[config.mk]
export PLATFORM = sky130hd
export DESIGN_NAME = gap_timed_frame_uart_buffer
export DESIGN_NICKNAME = d
export VERILOG_FILES = /design/src/hdl/gtfu_pkg.sv /design/src/hdl/gtfu_store.sv /design/src/hdl/gtfu_tx.sv /design/src/hdl/gap_timed_frame_uart_buffer.sv
export SDC_FILE = /design/constraint.sdc
export NUM_CORES = 1
export LEC_CHECK = 0
export ABC_AREA = 1
export BUFFER_PORTS_ARGS = -buffer_cell sky130_fd_sc_hd__buf_4
export CAP_MARGIN = 30
export CORE_MARGIN = 1.5
export CORE_UTILIZATION = 45
export CTS_BUF_LIST = sky130_fd_sc_hd__clkbuf_2
export CTS_CLUSTER_DIAMETER = 30
export DETAILED_ROUTE_END_ITERATION = 12
export PLACE_DENSITY = 0.69
export SLEW_MARGIN = 25
export SYNTH_ARGS = -nofsm -noshare
export SYNTH_HDL_FRONTEND = slang
export SYNTH_SLANG_ARGS = --single-unit
[constraint.sdc]
create_clock -name clk -period 4.7 [get_ports clk]
set_input_delay 0 -clock clk [delete_from_list [all_inputs] [get_ports clk]]
set_output_delay 0 -clock clk [all_outputs]
set_load 0.03 [all_outputs]
[src/hdl/gtfu_pkg.sv]
// ----------------------------------------------------------------------------
// gtfu_pkg
// shared codes, reset values and bundle types of the gap-timed frame buffer
// ----------------------------------------------------------------------------
`default_nettype none

package gtfu_pkg;

	localparam int RX_DEPTH_DEFAULT = 64;

	// command codes
	localparam logic [2:0] CMD_RX_BYTE    = 3'd0;
	localparam logic [2:0] CMD_TICK       = 3'd1;
	localparam logic [2:0] CMD_LINE_ERROR = 3'd2;
	localparam logic [2:0] CMD_SCAN       = 3'd3;
	localparam logic [2:0] CMD_READ_FRAME = 3'd4;
	localparam logic [2:0] CMD_START_TX   = 3'd5;
	localparam logic [2:0] CMD_TX_EMPTY   = 3'd6;

	// status codes
	localparam logic [1:0] ST_OK           = 2'd0;
	localparam logic [1:0] ST_NOT_READY    = 2'd1;
	localparam logic [1:0] ST_TRANSMITTING = 2'd2;
	localparam logic [1:0] ST_BAD_PARAM    = 2'd3;

	// receive states
	localparam logic [1:0] RS_IDLE     = 2'd0;
	localparam logic [1:0] RS_BUSY     = 2'd1;
	localparam logic [1:0] RS_COMPLETE = 2'd2;
	localparam logic [1:0] RS_READY    = 2'd3;

	// configuration register indexes and reset values
	localparam logic CFG_CHAR_GAP = 1'b0;
	localparam logic CFG_HOLDOFF  = 1'b1;
	localparam logic [7:0] CHAR_GAP_RESET = 8'd5;
	localparam logic [7:0] HOLDOFF_RESET  = 8'd10;

	// command into the transmit sequencer
	typedef struct packed {
		logic        fire;
		logic [2:0]  command;
		logic [15:0] tx_length;
	} tx_cmd_t;

	// answer of the transmit sequencer
	typedef struct packed {
		logic [1:0]  status;
		logic        send_valid;
		logic [15:0] send_index;
		logic        transmitting;
		logic        tx_busy;
	} tx_resp_t;

endpackage

`default_nettype wire

[src/hdl/gtfu_store.sv]
// ----------------------------------------------------------------------------
// gtfu_store
// receive byte memory, one write port, one registered read port
// ----------------------------------------------------------------------------
`default_nettype none

module gtfu_store #(
	parameter int DEPTH = gtfu_pkg::RX_DEPTH_DEFAULT
) (
	input  logic                     clk,
	input  logic                     we,
	input  logic [$clog2(DEPTH)-1:0] waddr,
	input  logic [7:0]               wdata,
	input  logic                     re,
	input  logic [$clog2(DEPTH)-1:0] raddr,
	output logic [7:0]               rdata
);

	logic [7:0] mem [DEPTH];

	always_ff @(posedge clk) begin
		if (we) begin
			mem[waddr] <= wdata;
		end
		if (re) begin
			rdata <= mem[raddr];
		end
	end

endmodule

`default_nettype wire

[src/hdl/gtfu_tx.sv]
// ----------------------------------------------------------------------------
// gtfu_tx
// transmit sequencer: byte index hand-out with a guard timer
// ----------------------------------------------------------------------------
`default_nettype none

module gtfu_tx (
	input  logic              clk,
	input  logic              arst_n,
	input  gtfu_pkg::tx_cmd_t cmd,
	input  logic [7:0]        char_gap,
	output gtfu_pkg::tx_resp_t rsp
);
	import gtfu_pkg::*;

	logic [7:0]  timer_q, timer_d;
	logic [15:0] total_q, total_d;
	logic [15:0] pos_q, pos_d;
	logic        loaded_q, loaded_d;
	logic        irq_q, irq_d;
	logic        xmit_q, xmit_d;
	logic [1:0]  status;
	logic        send_valid;

	always_comb begin
		timer_d    = timer_q;
		total_d    = total_q;
		pos_d      = pos_q;
		loaded_d   = loaded_q;
		irq_d      = irq_q;
		xmit_d     = xmit_q;
		status     = ST_OK;
		send_valid = 1'b0;
		unique case (cmd.command)
			CMD_TICK: begin
				if (timer_q != 8'd0) begin
					timer_d = timer_q - 8'd1;
					// guard time ran out mid-transmission
					if (timer_q == 8'd1 && xmit_q) begin
						xmit_d   = 1'b0;
						irq_d    = 1'b0;
						pos_d    = '0;
						loaded_d = 1'b0;
					end
				end
			end
			CMD_START_TX: begin
				if (irq_q || xmit_q) begin
					status = ST_TRANSMITTING;
				end else if (cmd.tx_length != 16'd0) begin
					timer_d  = char_gap;
					loaded_d = 1'b1;
					total_d  = cmd.tx_length;
					pos_d    = '0;
					irq_d    = 1'b1;
					xmit_d   = 1'b1;
				end else begin
					status = ST_BAD_PARAM;
				end
			end
			CMD_TX_EMPTY: begin
				if (irq_q) begin
					if (loaded_q) begin
						if (pos_q < total_q) begin
							send_valid = 1'b1;
							pos_d      = pos_q + 16'd1;
							timer_d    = char_gap;
						end else begin
							irq_d  = 1'b0;
							xmit_d = 1'b0;
						end
					end else begin
						irq_d = 1'b0;
					end
				end
			end
			default: begin
			end
		endcase
	end

	always_ff @(posedge clk or negedge arst_n) begin
		if (!arst_n) begin
			timer_q  <= '0;
			total_q  <= '0;
			pos_q    <= '0;
			loaded_q <= 1'b0;
			irq_q    <= 1'b0;
			xmit_q   <= 1'b0;
		end else if (cmd.fire) begin
			timer_q  <= timer_d;
			total_q  <= total_d;
			pos_q    <= pos_d;
			loaded_q <= loaded_d;
			irq_q    <= irq_d;
			xmit_q   <= xmit_d;
		end
	end

	assign rsp.status       = status;
	assign rsp.send_valid   = send_valid;
	assign rsp.send_index   = send_valid ? pos_q : 16'd0;
	assign rsp.transmitting = xmit_q;
	assign rsp.tx_busy      = irq_q | xmit_q;

endmodule

`default_nettype wire

[src/hdl/gap_timed_frame_uart_buffer.sv]
// ----------------------------------------------------------------------------
// gap_timed_frame_uart_buffer
// idle-gap framed uart receive buffer with a transmit index sequencer
// ----------------------------------------------------------------------------
//
//  channel    | handshake                      | payload
//  -----------+--------------------------------+-------------------------------
//  command    | start / busy                   | command, rx_byte, tx_length
//  result     | result_valid                   | status .. rx_state
//  config     | cfg_valid / cfg_ready          | cfg_index, cfg_data
//
//  a single-result command gives its result in the cycle after the transaction
//  a read of a ready frame of n bytes streams n results, one per cycle from
//  the single read port of the byte memory; the first comes in the cycle after
//  the one a single result would use (memory read latency), and busy is held
//  high while the byte reads run; every other command leaves busy low
//  arst_n clears all control state; the byte memory needs no clearing pass
//  the receiver cannot stall results, so none are buffered
// ----------------------------------------------------------------------------
`default_nettype none

module gap_timed_frame_uart_buffer #(
	parameter int RX_DEPTH = gtfu_pkg::RX_DEPTH_DEFAULT
) (
	input  logic        clk,
	input  logic        arst_n,
	// command transaction
	input  logic        start,
	output logic        busy,
	input  logic [2:0]  command,
	input  logic [7:0]  rx_byte,
	input  logic [15:0] tx_length,
	// result strobe and fields
	output logic        result_valid,
	output logic [1:0]  status,
	output logic [7:0]  frame_byte,
	output logic        frame_byte_valid,
	output logic        last,
	output logic [6:0]  frame_length,
	output logic        frame_ready,
	output logic        send_valid,
	output logic [15:0] send_index,
	output logic        tx_busy,
	output logic [1:0]  rx_state,
	// configuration writes
	input  logic        cfg_valid,
	output logic        cfg_ready,
	input  logic        cfg_index,
	input  logic [7:0]  cfg_data
);
	import gtfu_pkg::*;

	localparam int AW = $clog2(RX_DEPTH);
	localparam int CW = $clog2(RX_DEPTH + 1);

	// readout sequencer codes
	localparam logic S_IDLE = 1'b0;
	localparam logic S_READ = 1'b1;

	logic          fire;
	logic [7:0]    char_gap_q, holdoff_q;

	// receive state
	logic [1:0]    rx_state_q, rx_state_d;
	logic [CW-1:0] count_q, count_d;
	logic [7:0]    rtimer_q, rtimer_d;
	logic [CW-1:0] ready_len_q, ready_len_d;
	logic          pend_q, pend_d;

	// per-command scratch values
	logic [CW-1:0] cnt_base;
	logic [1:0]    st_tmp;
	logic [CW-1:0] cnt_tmp;
	logic [1:0]    status_d;
	logic          fready_d;
	logic          read_go;

	// memory ports
	logic          we;
	logic [AW-1:0] waddr;
	logic          re;
	logic [AW-1:0] raddr;
	logic [7:0]    rdata;

	// readout sequencer
	logic          fsm_q;
	logic [CW-1:0] rd_idx_q;
	logic [CW-1:0] rd_len_q;
	logic          rd_valid_s1;
	logic          rd_last_s1;
	logic          rd_is_last;

	// single-result registers
	logic          single_q;
	logic [1:0]    status_q;
	logic          fready_q;
	logic          sv_q;
	logic [15:0]   sidx_q;

	tx_cmd_t       tx_cmd;
	tx_resp_t      tx_rsp;

	assign busy      = (fsm_q == S_READ);
	assign fire      = start && !busy;
	assign cfg_ready = 1'b1;

	// configuration registers; the user must write them only while idle, the block itself does not enforce this
	always_ff @(posedge clk or negedge arst_n) begin
		if (!arst_n) begin
			char_gap_q <= CHAR_GAP_RESET;
			holdoff_q  <= HOLDOFF_RESET;
		end else if (cfg_valid && cfg_ready) begin
			unique case (cfg_index)
				CFG_CHAR_GAP: char_gap_q <= cfg_data;
				CFG_HOLDOFF:  holdoff_q  <= cfg_data;
				default: begin
				end
			endcase
		end
	end

	// transmit side
	assign tx_cmd.fire      = fire;
	assign tx_cmd.command   = command;
	assign tx_cmd.tx_length = tx_length;

	gtfu_tx u_tx (
		.clk      (clk),
		.arst_n   (arst_n),
		.cmd      (tx_cmd),
		.char_gap (char_gap_q),
		.rsp      (tx_rsp)
	);

	// receive side command decode
	always_comb begin
		rx_state_d  = rx_state_q;
		count_d     = count_q;
		rtimer_d    = rtimer_q;
		ready_len_d = ready_len_q;
		pend_d      = pend_q;
		cnt_base    = count_q;
		st_tmp      = rx_state_q;
		cnt_tmp     = count_q;
		status_d    = ST_OK;
		fready_d    = 1'b0;
		read_go     = 1'b0;
		we          = 1'b0;
		waddr       = count_q[AW-1:0];
		unique case (command)
			CMD_RX_BYTE: begin
				// bytes while complete or ready are discarded
				if (rx_state_q == RS_IDLE || rx_state_q == RS_BUSY) begin
					cnt_base   = (rx_state_q == RS_IDLE) ? '0 : count_q;
					rx_state_d = RS_BUSY;
					rtimer_d   = char_gap_q;
					count_d    = cnt_base;
					// overflow drops the byte but still restarts the gap timer
					if (cnt_base < CW'(RX_DEPTH)) begin
						we      = fire;
						waddr   = cnt_base[AW-1:0];
						count_d = cnt_base + 1'b1;
					end
				end
			end
			CMD_TICK: begin
				if (rtimer_q != 8'd0) begin
					rtimer_d = rtimer_q - 8'd1;
					if (rtimer_q == 8'd1 && rx_state_q == RS_BUSY) begin
						rx_state_d = RS_COMPLETE;
					end
				end
			end
			CMD_LINE_ERROR: begin
				pend_d = 1'b1;
			end
			CMD_SCAN: begin
				// pending line error drops the frame and holds off
				if (pend_q) begin
					st_tmp   = RS_IDLE;
					rtimer_d = holdoff_q;
					cnt_tmp  = '0;
					pend_d   = 1'b0;
				end
				if (st_tmp == RS_COMPLETE) begin
					ready_len_d = cnt_tmp;
					st_tmp      = RS_READY;
					fready_d    = 1'b1;
				end
				rx_state_d = st_tmp;
				count_d    = cnt_tmp;
			end
			CMD_READ_FRAME: begin
				if (tx_rsp.transmitting) begin
					status_d = ST_TRANSMITTING;
				end else if (rx_state_q == RS_READY) begin
					ready_len_d = '0;
					rx_state_d  = RS_IDLE;
					// empty frame gives one result with no data
					read_go     = (ready_len_q != '0);
				end else begin
					status_d = ST_NOT_READY;
				end
			end
			CMD_START_TX, CMD_TX_EMPTY: begin
				status_d = tx_rsp.status;
			end
			default: begin
			end
		endcase
	end

	always_ff @(posedge clk or negedge arst_n) begin
		if (!arst_n) begin
			rx_state_q  <= RS_IDLE;
			count_q     <= '0;
			rtimer_q    <= '0;
			ready_len_q <= '0;
			pend_q      <= 1'b0;
		end else if (fire) begin
			rx_state_q  <= rx_state_d;
			count_q     <= count_d;
			rtimer_q    <= rtimer_d;
			ready_len_q <= ready_len_d;
			pend_q      <= pend_d;
		end
	end

	// readout: one memory read per cycle, data out in the next cycle
	assign re         = (fsm_q == S_READ);
	assign raddr      = rd_idx_q[AW-1:0];
	assign rd_is_last = ((rd_idx_q + 1'b1) == rd_len_q);

	always_ff @(posedge clk or negedge arst_n) begin
		if (!arst_n) begin
			fsm_q       <= S_IDLE;
			rd_idx_q    <= '0;
			rd_valid_s1 <= 1'b0;
			rd_last_s1  <= 1'b0;
			single_q    <= 1'b0;
		end else begin
			rd_valid_s1 <= re;
			rd_last_s1  <= re && rd_is_last;
			single_q    <= fire && !read_go;
			unique case (fsm_q)
				S_IDLE: begin
					if (fire && read_go) begin
						fsm_q    <= S_READ;
						rd_idx_q <= '0;
					end
				end
				S_READ: begin
					if (rd_is_last) begin
						fsm_q <= S_IDLE;
					end else begin
						rd_idx_q <= rd_idx_q + 1'b1;
					end
				end
				default: begin
					fsm_q <= S_IDLE;
				end
			endcase
		end
	end

	// result payload registers
	always_ff @(posedge clk) begin
		if (fire) begin
			status_q <= status_d;
			fready_q <= fready_d;
			sv_q     <= tx_rsp.send_valid;
			sidx_q   <= tx_rsp.send_index;
			if (read_go) begin
				rd_len_q <= ready_len_q;
			end
		end
	end

	gtfu_store #(
		.DEPTH (RX_DEPTH)
	) u_store (
		.clk   (clk),
		.we    (we),
		.waddr (waddr),
		.wdata (rx_byte),
		.re    (re),
		.raddr (raddr),
		.rdata (rdata)
	);

	// result ports; state fields show the registers after the step
	assign result_valid     = single_q || rd_valid_s1;
	assign status           = single_q ? status_q : ST_OK;
	assign frame_byte       = rd_valid_s1 ? rdata : 8'd0;
	assign frame_byte_valid = rd_valid_s1;
	assign last             = single_q || rd_last_s1;
	assign frame_length     = rd_valid_s1 ? 7'(rd_len_q) : 7'(ready_len_q);
	assign frame_ready      = single_q && fready_q;
	assign send_valid       = single_q && sv_q;
	assign send_index       = (single_q && sv_q) ? sidx_q : 16'd0;
	assign tx_busy          = tx_rsp.tx_busy;
	assign rx_state         = rx_state_q;

	// a streamed byte and a single result never share a cycle
	assert property (@(posedge clk) disable iff (!arst_n)
		!(single_q && rd_valid_s1))
		else $error("single result collides with frame readout");

	// readout index stays inside the frame
	assert property (@(posedge clk) disable iff (!arst_n)
		(fsm_q == S_READ) |-> (rd_idx_q < rd_len_q))
		else $error("readout index beyond frame length");

	// fill count never passes the memory depth
	assert property (@(posedge clk) disable iff (!arst_n)
		count_q <= CW'(RX_DEPTH))
		else $error("receive count beyond depth");

	// no write to the memory while a readout runs
	assert property (@(posedge clk) disable iff (!arst_n)
		busy |-> !we)
		else $error("memory write during readout");

	// the last streamed byte ends the readout
	assert property (@(posedge clk) disable iff (!arst_n)
		(re && rd_is_last) |=> (fsm_q == S_IDLE) && rd_last_s1)
		else $error("readout did not end on last byte");

endmodule

`default_nettype wire

Yosys cells after proc, flatten, opt, wreduce, memory -nomap -nowiden
Memories as Yosys holds them, arrays and structs flattened. A register that Yosys moved wholly into a read port is not among the register bits.
Index checks and enable logic that the tools add are counted.

storage, ports and cells
  register bits = 122
  memory bits (writable) = 512
  bits of input ports = 40
  output and inout port bits = 43
  word-level logic and storage cells = 187
  memories = 1

memories
  name         words  width  rd ports  clocked after memory_dff  wr ports  RTL line          RTL
  u_store.mem  64     8      1         1                         1         gtfu_store.sv:19  logic [7:0] mem [DEPTH];

cells by class
  add/subtract/negate cells = 5
  order comparisons = 2
  equal/unequal tests = 29
  muxes and demuxes = 80
  bitwise gates (word level) = 4
  reduce and logical (&&, ||, !) cells = 43

operators by type and width
  operator                 number
  $mux W16                 8
  $mux W8                  10
  $mux W7                  10
  $pmux W16 S3             1
  $pmux W8 S3              2
  $pmux W7 S2              3
  $mux W2                  13
  $mux W1                  23
  $ne A2 B2 Y1 const B     11
  $mux W6                  3
  $reduce_and A9 Y1        2
  $add A16 B1 Y16 const B  1
  $eq A8 B1 Y1 const B     2
  $lt A16 B16 Y1           1
  $reduce_bool A16 Y1      1
  $reduce_bool A8 Y1       2
  $sub A8 B1 Y8 const B    2
  $add A7 B1 Y7 const B    2
  $ne A2 B1 Y1 const B     6
  $reduce_and A6 Y1        2
  $reduce_and A2 Y1        5
  $reduce_and A5 Y1        2
  $eq A3 B3 Y1 const B     3
  $logic_and A1 B1 Y1      8
  25 further kinds         40

Depth between registers and ports, before layout
Gate-level depths: netlist (run 1).

  word-level depth = 8
  gate-level depth with buffers = 15
  mapped depth without buffers = 14

Hierarchy
A second synthesis (run 1) with hierarchy kept.

second synthesis, totals
  cells, all modules = 2,785
  area, all modules = 28,614.9 um^2

modules (own cells, without submodules)
  module                       times used  cells an instance  area an instance (um^2)  seq. area each (um^2)
  gtfu_store                   1           1,819              21,379.3                 15,615.0
  gap_timed_frame_uart_buffer  1           520                4,206.5                  2,117.0
  gtfu_tx                      1           446                3,029.2                  1,076.0

Worst setup path before layout (run 1)
OpenSTA, ideal clock, no wires.

  path type = reg2reg
  from = register fsm_q (netlist: busy)
  to = memory u_store.mem[8][0], enable pin
  setup time = 0.370 ns
  arrival time = 2.223 ns
  path slack = 2.107 ns
  stages on the path, launching flop included = 9
  cell sequence = dfrtp_1 > inv_2 > nand2_2 > inv_2 > nand2_1 > nor3_2 > buf_4 > nand2_1 > nor2_1

on the way
  cells in the longest elaborated chain, start to end = 7

RTL lines
  item                           RTL line                            RTL
  start, declared                gap_timed_frame_uart_buffer.sv:86   logic fsm_q;
  start signal, assigned         gap_timed_frame_uart_buffer.sv:236  fsm_q <= S_IDLE;
  start signal, assigned         gap_timed_frame_uart_buffer.sv:248  fsm_q <= S_READ;
  start signal, assigned         gap_timed_frame_uart_buffer.sv:254  fsm_q <= S_IDLE;
  $logic_not A1 Y1               gap_timed_frame_uart_buffer.sv:104  assign fire = start && !busy;
  $logic_and A1 B1 Y1            gap_timed_frame_uart_buffer.sv:104
  named net fire                 gap_timed_frame_uart_buffer.sv:60   logic fire;
  $mux W1                        gap_timed_frame_uart_buffer.sv:159  if (cnt_base < CW'(RX_DEPTH)) begin
  $mux W1                        gap_timed_frame_uart_buffer.sv:153  if (rx_state_q == RS_IDLE || rx_state_q == RS_BUSY) begin
  $mux W1                        gap_timed_frame_uart_buffer.sv:150  unique case (command)
  $mux W1                        gtfu_store.sv:22                    if (we) begin
  $mux W1 (not written as such)  gtfu_store.sv:23                    mem[waddr] <= wdata;
  end, declared                  gtfu_store.sv:19

The timed path passes the listed nets, and every way through them passes these cells.

Worst setup path in the final report (run 1)
  from = register u_tx.pos_q[9]
  to = register u_tx.irq_q

on the way
  cells in the longest elaborated chain, start to end = 5

RTL lines
  item                    RTL line       RTL
  start, declared         gtfu_tx.sv:18  logic [15:0] pos_q, pos_d;
  start signal, assigned  gtfu_tx.sv:93  pos_q <= pos_d;
  $lt A16 B16 Y1          gtfu_tx.sv:64  if (pos_q < total_q) begin
  $mux W1                 gtfu_tx.sv:64
  $mux W1                 gtfu_tx.sv:63  if (loaded_q) begin
  $mux W1                 gtfu_tx.sv:62  if (irq_q) begin
  $pmux W1 S3             gtfu_tx.sv:34  unique case (cmd.command)
  end signal, assigned    gtfu_tx.sv:95  irq_q <= irq_d;
  end, declared           gtfu_tx.sv:20  logic irq_q, irq_d;

Every way passes these cells.
A chain may end at the register's enable or synchronous reset.

==> flow_summary.yaml, run 1 <==
cts:
  clkLatencyLatePin_ns: 1.34
  post_cts_buffers: 0
  cts_resized: 0
  clockBufferDepth: 3
  postCtsHoldBufs: 142
  clk_pin_slew_ns: 0.11
  htree_levels: 4
  cts_made_buffers: 163
  clk_root_buffer_cell: "clkbuf_2"
  cts.sinks: 642
  cts_tree: "built"
critical_path:
  slowest_stage: "dlygate4sd3_1"
  cpLargestDelayFamily: "buffers and inverters"
  reg2reg_from: "u_tx.pos_q[9]$_DFFE_PN0P_"
  cp_common_cell: "nand2_1"
  cp_data_required_time_ns: 5.96
  worstSetupPathType: "flip-flop to flip-flop"
  path_buf_inv: 4
  setup.worst_path.start_class: "flip-flop"
  r2r_setup_slack_ns: 0.99
  rr_endpoint: "u_tx.irq_q$_DFFE_PN0P_"
  path_cells: "ha_1, nand2_1, inv_1, o21bai_1, a21oi_1, nor2_1, nand4_2, nand2_1, dlygate4sd3_1, nand2_1, dlygate4sd3_1, nand2_1, dlygate4sd3_1"
  reg2reg_depth: 13
  path_depth: 13
  max_stage_delay_ns: 0.55
  cp-endpoint: "u_tx.irq_q$_DFFE_PN0P_"
  worstPathMaxFanout: 18
  worst_ep_arrival_time_ns: 4.98
  startpoint: "u_tx.pos_q[9]$_DFFE_PN0P_"
  crit_path_end_kind: "flip-flop"
timing:
  max_freq_mhz: 269
  setup_tns_ns: 0
  finalClockSkew_ns: 0.128
  min_period_ns: 3.71
  relSlewSlack_pct: 35.7
  layout_setup_ws_ns: 0.986
  finalMaxSlewViolations: 0
  fin_crit_sh_pct: 79.0
  hold_viol_final: 0
  rsz0062_at_grt: "no"
  finalSetupViolCount: 0
  timing_worst_slew_pin_value_ns: 0.965
synthesis:
  ys.warnings.count: 0
  synthFlopType: "edfxtp_1"
  synth_top_area_share_pct: 58.4
  syn_area_um2: 28100
  synthArstFlopShare_pct: 14.8
  synth_top_area_cell: "edfxtp_1"
  syn_nets: 2713
  ys_ff_latch: 642
  yosys.cell_types.count: 53
  synth_edf_count: 547
  synthCells: 2651
  avgSynthCellArea_um2: 10.6
  synth_seq_area_share_pct: 66.9
  synth_area_leaders: "edfxtp_1, nand2_1, dfrtp_1, nor2_1, o21ai_0"
pwr:
  power.net_switching_mw: 2.53
  p_seq_share_pct: 59.0
  leakagePower_nw: 12.9
  swShare_pct: 24.1
  clkPwrFrac_pct: 37.9
  cell_internal_pwr_mw: 7.98
  p_comb_share_pct: 3.1
  power.density_nw_per_um2: 323
  ir_drop_mv: 0.214
place:
  place_ws_ns: 1.23
  hpwl_mm: 43.8
  gp_congestion: 0.903
  place_area_um2: 29300
  port_buffers: 81
die:
  die_y_um: 253
  die_w_um: 253
  ios: 83
  start_util_pct: 45.6
  rows: 91
  dieArea_um2: 64000
  core-area_um2: 61700
cells_and_area:
  register_area_um2: 18800
  area_growth_pct: 15.6
  drive_above_1_share_pct: 13.7
  fin_nets: 2990
  finalInstanceArea_um2: 32500
  final_cell_mix: "nand2_1, edfxtp_1, nor2_1"
  fillCellCount: 5383
  final_common_cell: "nand2_1"
  multi_input_area_um2: 8080
detailed_routing:
  wl_mm: 75.1
  drc_errors: 0
  num_vias: 21100
  drt_iter0_markers: 2149
  drtAntennaViolNets: 0
  wire_per_inst_um: 19.3
  viasPerCell: 5.43
  drt-pass1-iter-count: 6
hold_path:
  hp-class: "primary input to async pin"
status:
  status: "complete, no violations"
grt:
  grt_pass1_wl_mm: 117
  antenna_found_initial: 1
  grt_max_degree: 126
  gr-usage-all-layers_pct: 23.9
  grt_pass1_vias: 20900
  gr-total-overflow: 0
job:
  maxCapViolCount: 0
synth_stat cells (9+ instances only):
cell / instances
inv_2: 15
nand3_1: 88
o21ai_1: 11
a21boi_0: 64
o21ai_0: 258
inv_1: 151
nor2_1: 360
buf_2: 27
buf_4: 21
xor2_1: 9
ha_1: 22
nand4_1: 52
nand2_1: 612
o22ai_1: 65
a21oi_1: 88
dfrtp_1: 91
buf_1: 11
nor3_1: 14
edfxtp_1: 547
clkbuf_1: 69
metal layers:
metal	wire, um	global-route usage (%)
met4	2010	9.58
met5	0	0
met3	6540	5.09
met1	31300	32.2
met2	35300	37.7
tightest hold or removal path, stage by stage:
cell	delay [ns]
dlygate4sd3_1	0.53
dlygate4sd3_1	0.55
dlygate4sd3_1	0.56
buf_4	0.12
buf_12	0.20
state kept, by name, summed over array words and instances, names as in the netlist, 8 cells and up:
signal	cells
char_gap_q	8
holdoff_q	8
rtimer_q	8
sidx_q	16
u_store.mem	512
u_store.rdata	8
u_tx.pos_q	16
u_tx.timer_q	8
u_tx.total_q	16
area by class of cell:
cell class                      instances  area share (%)
Tap cell                              837            3.22
Sequential cell                       642            57.9
Inverter                              171            2.00
Antenna cell                            3          0.0231
Clock inverter                         64            1.34
Timing Repair Buffer                  242            7.22
Clock buffer                          228            3.51
Multi-Input combinational cell       1708            24.8
power by group through the flow:
stage / Combinational [mW] / Clock [mW] / Sequential (mW)
floorplan: 0.0632 / 0 / 6.33
global placement: 0.205 / 0 / 6.33
detailed placement: 0.210 / 0 / 6.33
CTS: 0.314 / 4.06 / 6.20
global route: 0.349 / 4.34 / 6.21
finish: 0.322 / 3.98 / 6.20
worst min path at each step:
stage | end | slack (ns)
2_1_floorplan | busy$_DFF_PN0_ | -0.30
4_1_cts | ready_len_q[4]$_DFFE_PN0P_ | 0.03
3_5_place_dp | ready_len_q[2]$_DFFE_PN0P_ | -0.04
6_report | ready_len_q[3]$_DFFE_PN0P_ | 0.28
3_3_place_gp | ready_len_q[3]$_DFFE_PN0P_ | -0.04
5_1_grt | rd_idx_q[6]$_DFFE_PN0P_ | 0.20
stage by stage:
stage                     std cells  util (%)  hold WS (ns)  total power, mW
after floorplan                2651         -        -0.296             6.39
after global placement         3456      47.5       -0.0414             6.54
after detailed placement       3457      47.5       -0.0390             6.54
after CTS                      3891      52.6        0.0295             10.6
after global routing           3895      52.7         0.202             10.9
final                          3895      52.7         0.277             10.5
cells by family (layout without fill, tap and decap cells):
family / after synthesis / in the layout / share of synthesized area (%)
buffers and inverters: 301 / 705 / 4.48
other: 1 / 4 / 0.0133
muxes: 1 / 1 / 0.0400
xor gates and xnor gates: 11 / 11 / 0.342
and+or+nand+nor: 1158 / 1158 / 17.0
DFF: 642 / 642 / 66.9
adders and majority gates: 22 / 22 / 0.978
AOI/OAI and AO/OA: 515 / 515 / 10.3
Note: power is estimated with default switching activity, not from simulation.
==> inputs of run 2 (changes only) <==
--- a/config.mk
+++ b/config.mk
@@ -5,7 +5,7 @@
 export SDC_FILE = /design/constraint.sdc
 export NUM_CORES = 1
 export LEC_CHECK = 0
-export ABC_AREA = 1
+export ABC_AREA = 0
 export BUFFER_PORTS_ARGS = -buffer_cell sky130_fd_sc_hd__buf_4
 export CAP_MARGIN = 30
 export CORE_MARGIN = 1.5
@@ -13,7 +13,7 @@
 export CTS_BUF_LIST = sky130_fd_sc_hd__clkbuf_2
 export CTS_CLUSTER_DIAMETER = 30
 export DETAILED_ROUTE_END_ITERATION = 12
-export PLACE_DENSITY = 0.69
+export PLACE_DENSITY = 0.71
 export SLEW_MARGIN = 25
 export SYNTH_ARGS = -nofsm -noshare
 export SYNTH_HDL_FRONTEND = slang
==> constraint.sdc (replaced) <==
create_clock -name clk -period 3.05 [get_ports clk]
set_input_delay 0 -clock clk [delete_from_list [all_inputs] [get_ports clk]]
set_output_delay 0 -clock clk [all_outputs]
set_load 0.03 [all_outputs]
==> run 2 against run 1 <==
Compared with the run above: setup slack got worse by 0.84 ns; count of clock-buffer cells in the layout shrank 4; total power rose by 60%; maximum frequency increased by 28%; cell area is 1.3% lower; non-clock buffer count up 41; utilization grew 1.4 points; register-to-register slack worse by 0.84 ns; clock skew down 0.043 ns.
==> flow_summary.yaml, run 2 <==
cells_and_area:
  final_cells: 3008
  area_growth_pct: 18.2
  top_register: "u_store.mem"
  drive_above_1_share_pct: 24.7
  fin_nets: 2170
  final_common_cell: "edfxtp_1"
  largest_reg_flops: 512
  fillCellCount: 4693
  final_cell_mix: "edfxtp_1, clkbuf_2, buf_4"
die:
  die_w_um: 249
  rows: 89
  start_util_pct: 45.7
  dieArea_um2: 61800
  die_y_um: 249
  core-area_um2: 59400
  ios: 83
hold_path:
  min_from: "command[1]"
  hp-class: "primary input to flip-flop"
critical_path:
  reg2reg_from: "rx_state[0]$_DFFE_PN0P_"
  worstSetupPathType: "flip-flop to flip-flop"
  worstPathMaxFanout: 10
  setup.worst_path.start_class: "flip-flop"
  cp_data_required_time_ns: 3.98
  worst_ep_arrival_time_ns: 3.83
  crit_path_end_kind: "flip-flop"
  startpoint: "rx_state[0]$_DFFE_PN0P_"
timing:
  relSlewSlack_pct: 35.0
  timing_worst_slew_pin_value_ns: 0.972
  rsz0062_at_grt: "yes"
  fin_crit_sh_pct: 95.3
  finalClockSkew_ns: 0.0842
  max_freq_mhz: 344
  finalSetupViolCount: 0
  layout_setup_ws_ns: 0.145
  min_period_ns: 2.91
  hold_viol_final: 0
  finalMaxSlewViolations: 0
pwr:
  ir_drop_mv: 0.453
  swShare_pct: 22.6
  power.net_switching_mw: 3.79
  clkPwrFrac_pct: 39.3
  p_seq_share_pct: 57.2
  power.density_nw_per_um2: 523
  cell_internal_pwr_mw: 13.0
  leakagePower_nw: 11.3
  p_comb_share_pct: 3.5
synthesis:
  synth_edf_count: 547
  avgSynthCellArea_um2: 15.4
  yosys.cell_types.count: 76
  ys_ff_latch: 642
  synth_seq_area_share_pct: 69.3
  synth_top_area_cell: "edfxtp_1"
  ys.warnings.count: 0
  synthCells: 1765
  yosysMostFrequentCell: "edfxtp_1"
  synthArstFlopShare_pct: 14.8
  syn_nets: 1827
  syn_area_um2: 27100
  synthFlopType: "edfxtp_1"
  synth_common_cells: "edfxtp_1, mux2i_1, nor2_1"
  synth_area_leaders: "edfxtp_1, dfrtp_1, mux4_2, mux2i_1, o221ai_1"
  synth_top_area_share_pct: 60.5
detailed_routing:
  drtAntennaViolNets: 0
  num_vias: 17200
  viasPerCell: 5.73
  drt_iter0_markers: 1470
  wl_mm: 65.4
  drc_errors: 0
  wire_per_inst_um: 21.7
  drt-pass1-iter-count: 6
grt:
  grt_pass1_vias: 17600
  gr-total-overflow: 0
  grt_max_degree: 66
  antenna_found_initial: 2
  grt_pass1_wl_mm: 101
  gr-usage-all-layers_pct: 21.4
cts:
  cts.sinks: 642
  post_cts_buffers: 0
  clk_root_buffer_cell: "clkbuf_2"
  clkLatencyLatePin_ns: 1.30
  cts_tree: "built"
  cts_made_buffers: 158
  clk_pin_slew_ns: 0.11
  clockBufferDepth: 3
  htree_levels: 4
place:
  gp_congestion: 0.880
  dp_cells: 2595
  place_ws_ns: 0.189
  port_buffers: 81
  hpwl_mm: 40.3
job:
  maxCapViolCount: 0
status:
  status: "complete, no violations"
## run 2: final cells by class
cell class	count	area, um2	share of cell area, %
flip-flops and latches	642	18800	58.6
multi-input cells	984	7730	24.1
repair buffers	283	2680	8.34
clock buffers	224	1120	3.49
well taps	773	967	3.01
clock inverters	61	628	1.96
inverters	39	146	0.456
diodes	2	5.00	0.0156
## run 2: path summary, 6_finish.rpt
| check | slack [ns] | cells past startpoint | endpoint |
|---|---|---|---|
| min in group asynchronous | 0.38 | 5 | u_tx.total_q[6]$_DFFE_PN0P_ |
| hold reg to reg | 0.50 | 0 | rd_len_q[0]$_DFFE_PP_ |
| hold / removal | 0.22 | 7 | u_store.mem[32][1]$_DFFE_PP_ |
| setup reg to reg | 0.14 | 6 | u_store.mem[9][5]$_DFFE_PP_ |
| max in group asynchronous | 2.08 | 6 | char_gap_q[2]$_DFFE_PN1P_ |
| setup / recovery | 0.14 | 6 | u_store.mem[9][5]$_DFFE_PP_ |
## run 2: stage by stage
stage	instance area (um2)	TNS (ns)	power, mW	hold slack, ns	utilization [%]
after floorplan	27100	0	9.95	-0.296	-
after global placement	28900	0	10.2	0.152	48.7
after detailed placement	28900	0	10.2	0.165	48.7
after CTS	32100	0	16.9	0.0288	54.0
after global routing	32100	-0.994	17.5	0.178	54.1
final	32100	0	16.8	0.218	54.1
## run 2: routing by layer
layer  GRT usage, %  part of all wire (%)  vias to the layer above
li1               -                     -                     7754
met1           27.8                    41                     8627
met2           35.3                    50                      735
met3           5.31                   7.3                      112
met4           7.29                   2.1                        0
met5              0                     0                        -
## run 2: power by group through the flow
stage	clock (mW)	sequential, mW	combinational [mW]
5_1_grt	7.22	9.61	0.633
3_5_place_dp	0	9.80	0.401
3_3_place_gp	0	9.80	0.390
6_report	6.60	9.61	0.581
2_1_floorplan	0	9.78	0.170
4_1_cts	6.76	9.60	0.573
## run 2: cell families after synthesis
group / Yosys count / synth area share, %
other: 1 / 0.0138
multiplexers: 236 / 11.8
XOR/XNOR: 5 / 0.161
AND/OR/NAND/NOR: 395 / 7.05
adder cells (fa/ha/maj): 22 / 1.01
buffers and inverters: 139 / 2.26
flip-flops: 642 / 69.3
AO/OA/AOI/OAI: 325 / 8.35
## run 2: repair_timing
item | in CTS | in global routing
endpoints found under the hold margin | 1144 | 0
resized for setup | 0 | 3
endpoints found under the setup margin | 0 | 65
hold buffers | 126 | 0
## run 2: worst max-delay path, stage by stage (launching register included)
cell	delay, ns
dfrtp_1	0.52
or2_1	0.34
or4_1	0.28
nand2_1	0.10
nor3_1	0.25
nand2_1	0.37
nor2_1	0.66
